<file path="config.mk">
export PLATFORM = sky130hd
export DESIGN_NAME = ddo_front_flat
export DESIGN_NICKNAME = d
export VERILOG_FILES = /design/src/ddo_pkg.sv /design/src/ddo_if.sv /design/src/ddo_front.sv /design/src/flat_wrapper.sv
export VERILOG_INCLUDE_DIRS = /design/src /design/src/src
export SDC_FILE = /design/constraint.sdc
export NUM_CORES = 1
export LEC_CHECK = 0
export BUFFER_PORTS_ARGS = -buffer_cell sky130_fd_sc_hd__buf_2
export CAP_MARGIN = 20
export CORE_ASPECT_RATIO = 0.6
export CORE_MARGIN = 1
export CORE_UTILIZATION = 37
export DETAILED_ROUTE_END_ITERATION = 12
export PLACE_DENSITY = 0.66
export SLEW_MARGIN = 10
export SYNTH_ARGS = -nofsm -noshare
export SYNTH_HDL_FRONTEND = slang
export SYNTH_SLANG_ARGS = --single-unit
export TNS_END_PERCENT = 1
</file>
<file path="constraint.sdc">
create_clock -name clk -period 7 [get_ports clk]
set_clock_uncertainty 0.1 [all_clocks]
set_input_delay 0.7 -clock clk [delete_from_list [all_inputs] [get_ports clk]]
set_output_delay 0.7 -clock clk [all_outputs]
set_load 0.02 [all_outputs]
</file>
<file path="src/assert_macros.svh">
// Assertion macros shared by the odometry RTL.
// Define ASSERT_OFF to compile them away.
`ifndef ASSERT_MACROS_SVH
`define ASSERT_MACROS_SVH
`ifndef ASSERT_OFF
`define ASSERT_IMPLIES(label, clk, rst_n, a, b) \
	label: assert property (@(posedge clk) disable iff (!rst_n) (a) |-> (b)) else $error("fail");
`define ASSERT_NEXT(label, clk, rst_n, a, b) \
	label: assert property (@(posedge clk) disable iff (!rst_n) (a) |=> (b)) else $error("fail");
`else
`define ASSERT_IMPLIES(label, clk, rst_n, a, b)
`define ASSERT_NEXT(label, clk, rst_n, a, b)
`endif
`endif

</file>
<file path="src/ddo_pkg.sv">
// Package for the differential drive odometry block: widths, register
// indexes, CORDIC constants. No dependencies.
`default_nettype none
package ddo_pkg;
	localparam int CountBitsDefault = 32;
	localparam int CordicSteps = 24;
	localparam logic [1:0] RegMetres = 2'd0;
	localparam logic [1:0] RegTurn = 2'd1;
	localparam logic [1:0] RegInvert = 2'd2;
	localparam logic signed [33:0] CordicGain = 34'sd652032874;

	typedef struct packed {
		logic signed [32:0] dsum;
		logic signed [32:0] ddif;
	} delta_t;

	function automatic logic [31:0] atan_turn(input logic [4:0] i);
		logic [31:0] r;
		begin
			unique case (i)
				5'd0: r = 32'h20000000; 5'd1: r = 32'h12E4051E;
				5'd2: r = 32'h09FB385B; 5'd3: r = 32'h051111D4;
				5'd4: r = 32'h028B0D43; 5'd5: r = 32'h0145D7E1;
				5'd6: r = 32'h00A2F61E; 5'd7: r = 32'h00517C55;
				5'd8: r = 32'h0028BE53; 5'd9: r = 32'h00145F2F;
				5'd10: r = 32'h000A2F98; 5'd11: r = 32'h000517CC;
				5'd12: r = 32'h00028BE6; 5'd13: r = 32'h000145F3;
				5'd14: r = 32'h0000A2FA; 5'd15: r = 32'h0000517D;
				5'd16: r = 32'h000028BE; 5'd17: r = 32'h0000145F;
				5'd18: r = 32'h00000A30; 5'd19: r = 32'h00000518;
				5'd20: r = 32'h0000028C; 5'd21: r = 32'h00000146;
				5'd22: r = 32'h000000A3; 5'd23: r = 32'h00000051;
				default: r = 32'h0;
			endcase
			return r;
		end
	endfunction
endpackage
`default_nettype wire

</file>
<file path="src/ddo_if.sv">
// Valid/ready channel interfaces for the odometry block.
// Depends on nothing.
`default_nettype none
interface ddo_in_if;
	logic valid;
	logic ready;
	logic signed [31:0] left_count;
	logic signed [31:0] right_count;
	modport source (output valid, left_count, right_count, input ready);
	modport sink (input valid, left_count, right_count, output ready);
endinterface

`default_nettype wire

</file>
<file path="src/ddo_front.sv">
// Front end: accepts count beats, forms wheel deltas, pushes a two-entry queue.
// Depends on ddo_pkg and ddo_if.
`default_nettype none
module ddo_front import ddo_pkg::*; #(
	parameter int COUNT_BITS = CountBitsDefault
) (
	input wire logic clk,
	input wire logic arst_n,
	ddo_in_if.sink in_ch,
	input wire logic invert,
	output logic q_valid,
	input wire logic q_pop,
	output delta_t q_data
);
	logic [COUNT_BITS-1:0] prev_l_q, prev_r_q, l_c, r_c, dl_u, dr_u;
	logic signed [32:0] dl, dr;
	delta_t ent_q [2];
	logic rd_q, wr_q;
	logic [1:0] cnt_q;
	logic push;

	assign in_ch.ready = (cnt_q != 2'd2);
	assign push = in_ch.valid && in_ch.ready;
	assign l_c = in_ch.left_count[COUNT_BITS-1:0];
	assign r_c = invert ? (COUNT_BITS'(0) - in_ch.right_count[COUNT_BITS-1:0])
		: in_ch.right_count[COUNT_BITS-1:0];
	assign dl_u = l_c - prev_l_q;
	assign dr_u = r_c - prev_r_q;
	assign dl = 33'(signed'(dl_u));
	assign dr = 33'(signed'(dr_u));
	assign q_valid = (cnt_q != 2'd0);
	assign q_data = ent_q[rd_q];

	always_ff @(posedge clk or negedge arst_n) begin
		if (!arst_n) begin
			prev_l_q <= '0;
			prev_r_q <= '0;
			rd_q <= 1'b0;
			wr_q <= 1'b0;
			cnt_q <= 2'd0;
		end else begin
			if (push) begin
				prev_l_q <= l_c;
				prev_r_q <= r_c;
				wr_q <= ~wr_q;
			end
			if (q_pop)
				rd_q <= ~rd_q;
			cnt_q <= cnt_q + 2'(push) - 2'(q_pop);
		end
	end

	always_ff @(posedge clk) begin
		if (push) begin
			ent_q[wr_q].dsum <= dr + dl;
			ent_q[wr_q].ddif <= dr - dl;
		end
	end

`include "assert_macros.svh"
	`ASSERT_IMPLIES(a_no_pop_empty, clk, arst_n, q_pop, cnt_q != 2'd0)
	`ASSERT_IMPLIES(a_cnt_max, clk, arst_n, 1'b1, cnt_q <= 2'd2)
	`ASSERT_NEXT(a_push_fill, clk, arst_n, push && !q_pop && cnt_q == 2'd1, cnt_q == 2'd2)
endmodule
`default_nettype wire

</file>
<file path="src/flat_wrapper.sv">
// flat-port wrapper written by rule: the top's interface ports become plain ports
module ddo_front_flat import ddo_pkg::*;
#(
	parameter int COUNT_BITS = CountBitsDefault
)
  (clk, arst_n, invert, q_valid, q_pop, q_data, in_ch_valid, in_ch_left_count, in_ch_right_count, in_ch_ready);
  ddo_in_if in_ch_i ();
  input wire logic clk;
  input wire logic arst_n;
  input wire logic invert;
  output logic q_valid;
  input wire logic q_pop;
  output delta_t q_data;
  input wire logic [$bits(in_ch_i.valid)-1:0] in_ch_valid;
  input wire logic [$bits(in_ch_i.left_count)-1:0] in_ch_left_count;
  input wire logic [$bits(in_ch_i.right_count)-1:0] in_ch_right_count;
  output wire logic [$bits(in_ch_i.ready)-1:0] in_ch_ready;
  assign in_ch_i.valid = in_ch_valid;
  assign in_ch_i.left_count = in_ch_left_count;
  assign in_ch_i.right_count = in_ch_right_count;
  assign in_ch_ready = in_ch_i.ready;
  ddo_front #(.COUNT_BITS(COUNT_BITS)) u_core (.clk(clk), .arst_n(arst_n), .in_ch(in_ch_i), .invert(invert), .q_valid(q_valid), .q_pop(q_pop), .q_data(q_data));
endmodule
</file>
==> flow_metrics.tcl, run 1 <==
set metrics [dict create \
    via_count 11800 \
    cp_top_family "compound AO/OA/AOI/OAI gates" \
    cp-start-kind "input port" \
    gr-usage-all-layers 0.193 \
    synthToLayoutAreaGrowth_pct 12.5 \
    finalNetCount 1875 \
    rows 56 \
    min_path_cells 2 \
    drt-met1-wl_um 21300 \
    clkTransAtPathRegs_ps 80 \
    drt_iter0_drc 863 \
    highest-signal-layer "met4" \
    yosysWarnings 0 \
    critPathBufInv 2 \
    setup_violations 0 \
    critPathArrivalTime_ps 6590 \
    synth.yosys.seq_area_share 0.380 \
    crit_fanout 11 \
    yosys.area.top_type "edfxtp_1" \
    hold-path-endpoint "u_core.rd_q" \
    synth-seq-cells 198 \
    hold_viol 0 \
    syn_avg_cell_area_um2 9.45 \
    dr_wl_met2_um 15200 \
    fp.coreArea_um2 39200 \
    htreeDepth 4 \
    drcViolationCount 0 \
    slew_violations 0 \
    cts_num_sinks 198 \
    place.gp.congestion 0.933 \
    fp.dieW_um 260 \
    reg2reg_slack_ps 1490 \
    rsz0062_at_grt "false" \
    cts_buffer_depth 2 \
    rr_endpoint "u_core.ent_q[0][53]" \
    synthFlopType "edfxtp_1" \
    post_drt_wl_per_cell_um 17.7 \
    cts_tree "done" \
    min_period_ps 6410 \
    first_pass_iters 5 \
    yosysUniqueCellTypes 69 \
    post-route-period-util 0.916 \
    first_global_vias 10800 \
    cap_viol_max_count 0 \
    antenna_found_initial 0 \
    critPathMaxStageDelay_ps 560 \
    grt_pass1_wl_um 60900 \
    rr_startpoint "u_core.prev_r_q[0]" \
    worst_slew_pin_slew_ps 945 \
    clk_latency_ps 460 \
    path_class "input port to register" \
    hp-class "input port to register" \
    port_buffers 136 \
    syn_inst 1562 \
    cts_setup_buffers 0 \
    reg2reg_depth 20 \
    drt-total-wl_um 39000 \
    dpl.hpwl_um 31000 \
    syn_nets 1764 \
    ioPinCount 137 \
    path_cells "buf_2 > or4_4 > or4_4 > nor3b_4 > nand2_1 > o31ai_1 > xnor2_1 > ha_1 > nand2_1 > o21ai_0 > nor4_1 > nor2_1 > o41a_1 > a211oi_1 > xnor2_1 > ha_1 > a21oi_1 > nor2_1 > o21a_1 > a2111oi_0 > buf_4 > o2111ai_1 > o22ai_1" \
    ant_nets 0 \
    worstSetupEndpointType "register" \
    clock.fmax_mhz 156 \
    max-slew-margin-rel 0.370 \
    fp.dieH_um 157 \
    root_buffer "clkbuf_16" \
    viasPerCell 5.35 \
    status "completed" \
    synth_edf_count 130 \
    die_area_um2 40700 \
    grt_max_degree 69 \
    cp_slowest_cell "or4_4" \
    synthArstFlopShare 0.343 \
    met3_length_um 2130 \
    nFillCells 3790 \
    start_util 0.377 \
    netlist_area_um2 14800 \
    cts_inserted_buffers 17 \
    synthTopCellsByArea "edfxtp_1 (26%), dfrtp_1 (12%), ha_1 (11%), xnor2_1 (7.0%), mux2_2 (5.1%)" \
    drive_gt1_frac 0.168 \
    num_antenna_cells 0 \
    crit_required_ps 7180 \
    tns_ps 0 \
    worstHoldStart "q_pop" \
    grt_overflow 0 \
    synth_top_area_frac 0.264 \
]
## cell type report
type | instances | area [um^2] | area share
Clock inverter | 15 | 133 | 0.00799
Timing Repair Buffer | 160 | 861 | 0.0518
Tap cell | 522 | 653 | 0.0393
Inverter | 126 | 473 | 0.0285
Clock buffer | 17 | 425 | 0.0256
Multi-Input combinational cell | 1170 | 8450 | 0.509
Sequential cell | 198 | 5610 | 0.338
## worst max path at each step
| stage | startpoint | endpoint | slack (ps) | cells after the start |
|---|---|---|---|---|
| after global placement | in_ch_right_count[0] | u_core.ent_q[0][64] | 180 | 24 |
| after detailed placement | in_ch_right_count[0] | u_core.ent_q[0][64] | 40 | 24 |
| after global routing | in_ch_right_count[0] | u_core.ent_q[0][64] | 120 | 24 |
| after CTS | in_ch_right_count[0] | u_core.ent_q[0][64] | 520 | 24 |
| after floorplan | in_ch_right_count[10] | u_core.ent_q[0][64] | 870 | 22 |
| final | in_ch_right_count[10] | u_core.ent_q[0][65] | 590 | 23 |
## metal layers
| layer | GRT usage | vias to the layer above |
|---|---|---|
| met4 | 0.0373 | 0 |
| met5 | 0 | - |
| met3 | 0.0324 | 25 |
| met1 | 0.312 | 5608 |
| li1 | - | 5821 |
| met2 | 0.262 | 355 |
## Yosys cell counts, drive strengths merged, types with 4 or more instances
library cell    n
nand2         133
buf             6
o31ai          12
a21o           38
o211ai         12
mux2i           5
nor3           31
nand2b         14
nor4           13
mux2           68
edfxtp        130
a311oi          6
a31oi          16
nor2           87
dfrtp          68
a211oi         12
o21a           13
inv           126
o21ai         114
and2            7
a21boi          5
a41oi           6
ha            129
nand3          18
o21bai         19
nor3b           7
o221ai          6
xnor2         118
o41ai          10
a21oi         124
nand4          13
a2111oi         7
fa              4
nand3b          8
nor2b          17
or4             5
or3             6
xor2           38
or2             9
clkbuf         62
and3            8
## registers in the layout (all words and copies together) (netlist names)
register	cells
u_core.prev_l_q	32
u_core.wr_q	1
u_core.prev_r_q	32
u_core.rd_q	1
u_core.cnt_q	2
u_core.ent_q	130
## stage by stage
| step | hold WS [ps] | worst slack, ps | utilization | instances | area [um^2] |
|---|---|---|---|---|---|
| global placement | 373 | 180 | 0.409 | 2176 | 16000 |
| global route | 328 | 121 | 0.424 | 2208 | 16600 |
| floorplan | 304 | 868 | - | 1562 | 14800 |
| finish | 333 | 589 | 0.424 | 2208 | 16600 |
| CTS | 318 | 523 | 0.424 | 2208 | 16600 |
| detailed placement | 380 | 44.4 | 0.409 | 2176 | 16000 |
## what timing repair did
action | in CTS | in global routing
gates resized for setup | 0 | 3
setup endpoints to repair | 0 | 4
hold buffers | 0 | 0
## layout by cell type (no fill, tap or decap), drive strengths merged, types with 9 or more instances in the layout
cell,Yosys,routed
edfxtp,130,130
nand2,133,133
nand2b,14,14
o21bai,19,19
nor2,87,87
nand3,18,18
nor4,13,13
o41ai,10,10
a21o,38,38
ha,129,129
nor2b,17,17
clkbuf,62,17
or2,9,9
inv,126,135
xnor2,118,118
o31ai,12,12
nand4,13,13
mux2,68,68
dfrtp,68,68
xor2,38,38
o211ai,12,12
o21ai,114,114
a211oi,12,12
o21a,13,13
buf,6,160
nor3,31,31
a21oi,124,124
a31oi,16,16
## cell families (layout without fill, tap and decap cells)
logic type	count (synthesis)	after routing	share of synthesized area
AO/OA/AOI/OAI	426	426	0.183
XOR/XNOR	156	156	0.0926
adder cells (fa/ha/maj)	133	133	0.115
buffers and inverters	194	318	0.0498
flip-flops	198	198	0.380
multiplexers	73	73	0.0555
AND/OR/NAND/NOR	382	382	0.125
Power of run 1 is not shown: default switching activity piles up to over one toggle a cycle in this logic, so the estimate is an artifact.
==> run 2, diff against run 1 <==
--- a/config.mk
+++ b/config.mk
@@ -8,11 +8,13 @@
 export LEC_CHECK = 0
 export BUFFER_PORTS_ARGS = -buffer_cell sky130_fd_sc_hd__buf_2
 export CAP_MARGIN = 20
+export CELL_PAD_IN_SITES_DETAIL_PLACEMENT = 1
+export CELL_PAD_IN_SITES_GLOBAL_PLACEMENT = 1
 export CORE_ASPECT_RATIO = 0.6
 export CORE_MARGIN = 1
 export CORE_UTILIZATION = 37
 export DETAILED_ROUTE_END_ITERATION = 12
-export PLACE_DENSITY = 0.66
+export PLACE_DENSITY = 0.78
 export SLEW_MARGIN = 10
 export SYNTH_ARGS = -nofsm -noshare
 export SYNTH_HDL_FRONTEND = slang
==> run 2 against run 1 <==
  * Design area is 0.44% higher
  * Clock-buffer cell count stayed put
  * Die area unchanged
  * Setup slack worse by 130 ps
  * First-iteration DRC count is 14% lower
  * Flip-flop and latch count unchanged
  * Register-to-register slack got worse by 80 ps
  * Global-route usage up 2.5 points
  * Sequential share of layout area down 0.15 points
  * Highest routed layer unchanged
==> flow_metrics.tcl, run 2 (synthesized netlist as in run 1, its figures left out) <==
set metrics [dict create \
    synthToLayoutAreaGrowth_pct 13.0 \
    hold-path-endpoint "u_core.rd_q" \
    cts_inserted_buffers 17 \
    fp.dieW_um 260 \
    rows 56 \
    hp-class "input port to register" \
    path_class "input port to register" \
    gr-usage-all-layers 0.218 \
    place_area_um2 16100 \
    setup_violations 0 \
    cp-start-kind "input port" \
    fp.coreArea_um2 39200 \
    post-route-period-util 0.935 \
    via_count 12300 \
    cts_buffer_depth 2 \
    rsz0062_at_grt "false" \
    die_area_um2 40700 \
    clock.fmax_mhz 153 \
    worstSetupEndpointType "register" \
    root_buffer "clkbuf_16" \
    stdcell_area_um2 16700 \
    nFillCells 4567 \
    status "completed" \
    worst_slew_pin_slew_ps 946 \
    viasPerCell 5.52 \
    grt_max_degree 68 \
    top_register "u_core.ent_q" \
    drcViolationCount 0 \
    dp.cells 2183 \
    fp.dieH_um 157 \
    drive_gt1_frac 0.171 \
    finalNetCount 1883 \
    cts_tree "done" \
    slew_violations 0 \
    worst_slack_ps 454 \
    post_drt_wl_per_cell_um 19.7 \
    critPathArrivalTime_ps 6660 \
    min_period_ps 6550 \
    worstHoldStart "q_pop" \
    port_buffers 136 \
    place.gp.congestion 0.921 \
    dp_slack_ps -59.2 \
    ant_nets 0 \
    drt-total-wl_um 43700 \
    clkTransAtPathRegs_ps 80 \
    first_global_vias 12300 \
    final_common_cell "buf_2" \
    antenna_found_initial 2 \
    rr_startpoint "u_core.prev_r_q[0]" \
    ioPinCount 137 \
    mostFrequentLayoutCells "buf_2 (136), nand2_1 (133), edfxtp_1 (130), ha_1 (129), inv_1 (125)" \
    crit_required_ps 7120 \
    htreeDepth 4 \
    first_pass_iters 4 \
    grt_overflow 0 \
    cts_setup_buffers 0 \
    crit_fanout 5 \
    start_util 0.377 \
    top_regs "u_core.ent_q x130, u_core.prev_l_q x32, u_core.prev_r_q x32" \
    rr_endpoint "u_core.ent_q[0][64]" \
    cap_viol_max_count 0 \
    largest_register_ffs 130 \
    drt_iter0_drc 743 \
    dpl.hpwl_um 34600 \
    reg2reg_depth 19 \
    clk_latency_ps 470 \
    reg2reg_slack_ps 1410 \
    hold_viol 0 \
    instances_no_fill 2218 \
    cts_num_sinks 198 \
    grt_pass1_wl_um 68900 \
    min_path_cells 2 \
    max-slew-margin-rel 0.369 \
]
run 2: worst max-delay path by stage:
stage	start	to	slack (ps)	cells after the start
finish	in_ch_right_count[0]	u_core.ent_q[0][64]	450	24
global route	in_ch_right_count[0]	u_core.ent_q[0][62]	100	23
CTS	in_ch_right_count[0]	u_core.ent_q[0][64]	430	24
detailed placement	in_ch_right_count[0]	u_core.ent_q[0][64]	-60	24
global placement	in_ch_right_count[0]	u_core.ent_q[0][64]	160	24
floorplan	in_ch_right_count[10]	u_core.ent_q[0][64]	870	22
run 2: routing by layer:
layer	global-route usage	vias up	wire, um	part of all wire
met5	0	-	0	0
met1	0.332	6082	22600	0.52
met3	0.0353	34	2190	0.050
li1	-	5827	-	-
met2	0.318	307	18300	0.42
met4	0.0462	0	567	0.013
run 2: stage by stage:
stage	util	TNS, ps	hold slack, ps
6_report	0.426	0	339
5_1_grt	0.426	0	328
4_1_cts	0.426	0	323
3_5_place_dp	0.411	-118	383
3_3_place_gp	0.411	0	371
2_1_floorplan	-	0	304
run 2: critical path: stages:
cell and delay (ps):
buf_2 110, inv_1 130, ha_1 210, nor3b_1 390
nand2_1 130, o31ai_1 260, xnor2_1 210, ha_1 350
and4_1 260, nand2_1 100, a211oi_1 70, or3_1 380
a2111oi_1 490, o21ai_0 280, xor2_1 380, ha_1 320
nand4_1 150, nor4_1 90, a21oi_1 140, a21boi_0 250
a41oi_1 210, o41ai_1 460, mux2i_1 140, a2111o_1 420
run 2: cell type report:
type	instances	area, um^2	area share
Clock inverter	15	154	0.00923
Clock buffer	17	425	0.0255
Inverter	126	473	0.0284
Timing Repair Buffer	168	923	0.0554
Multi-Input combinational cell	1170	8440	0.506
Tap cell	522	653	0.0392
Antenna cell	2	5.00	0.000300
Sequential cell	198	5610	0.336
run 2: repair_timing:
action	4_1_cts	5_1_grt
hold buffers	1	0
gates resized for setup	0	1
hold endpoints to repair	1	0
endpoints found under the setup margin	0	2
Power of run 2 is left out for the same reason.
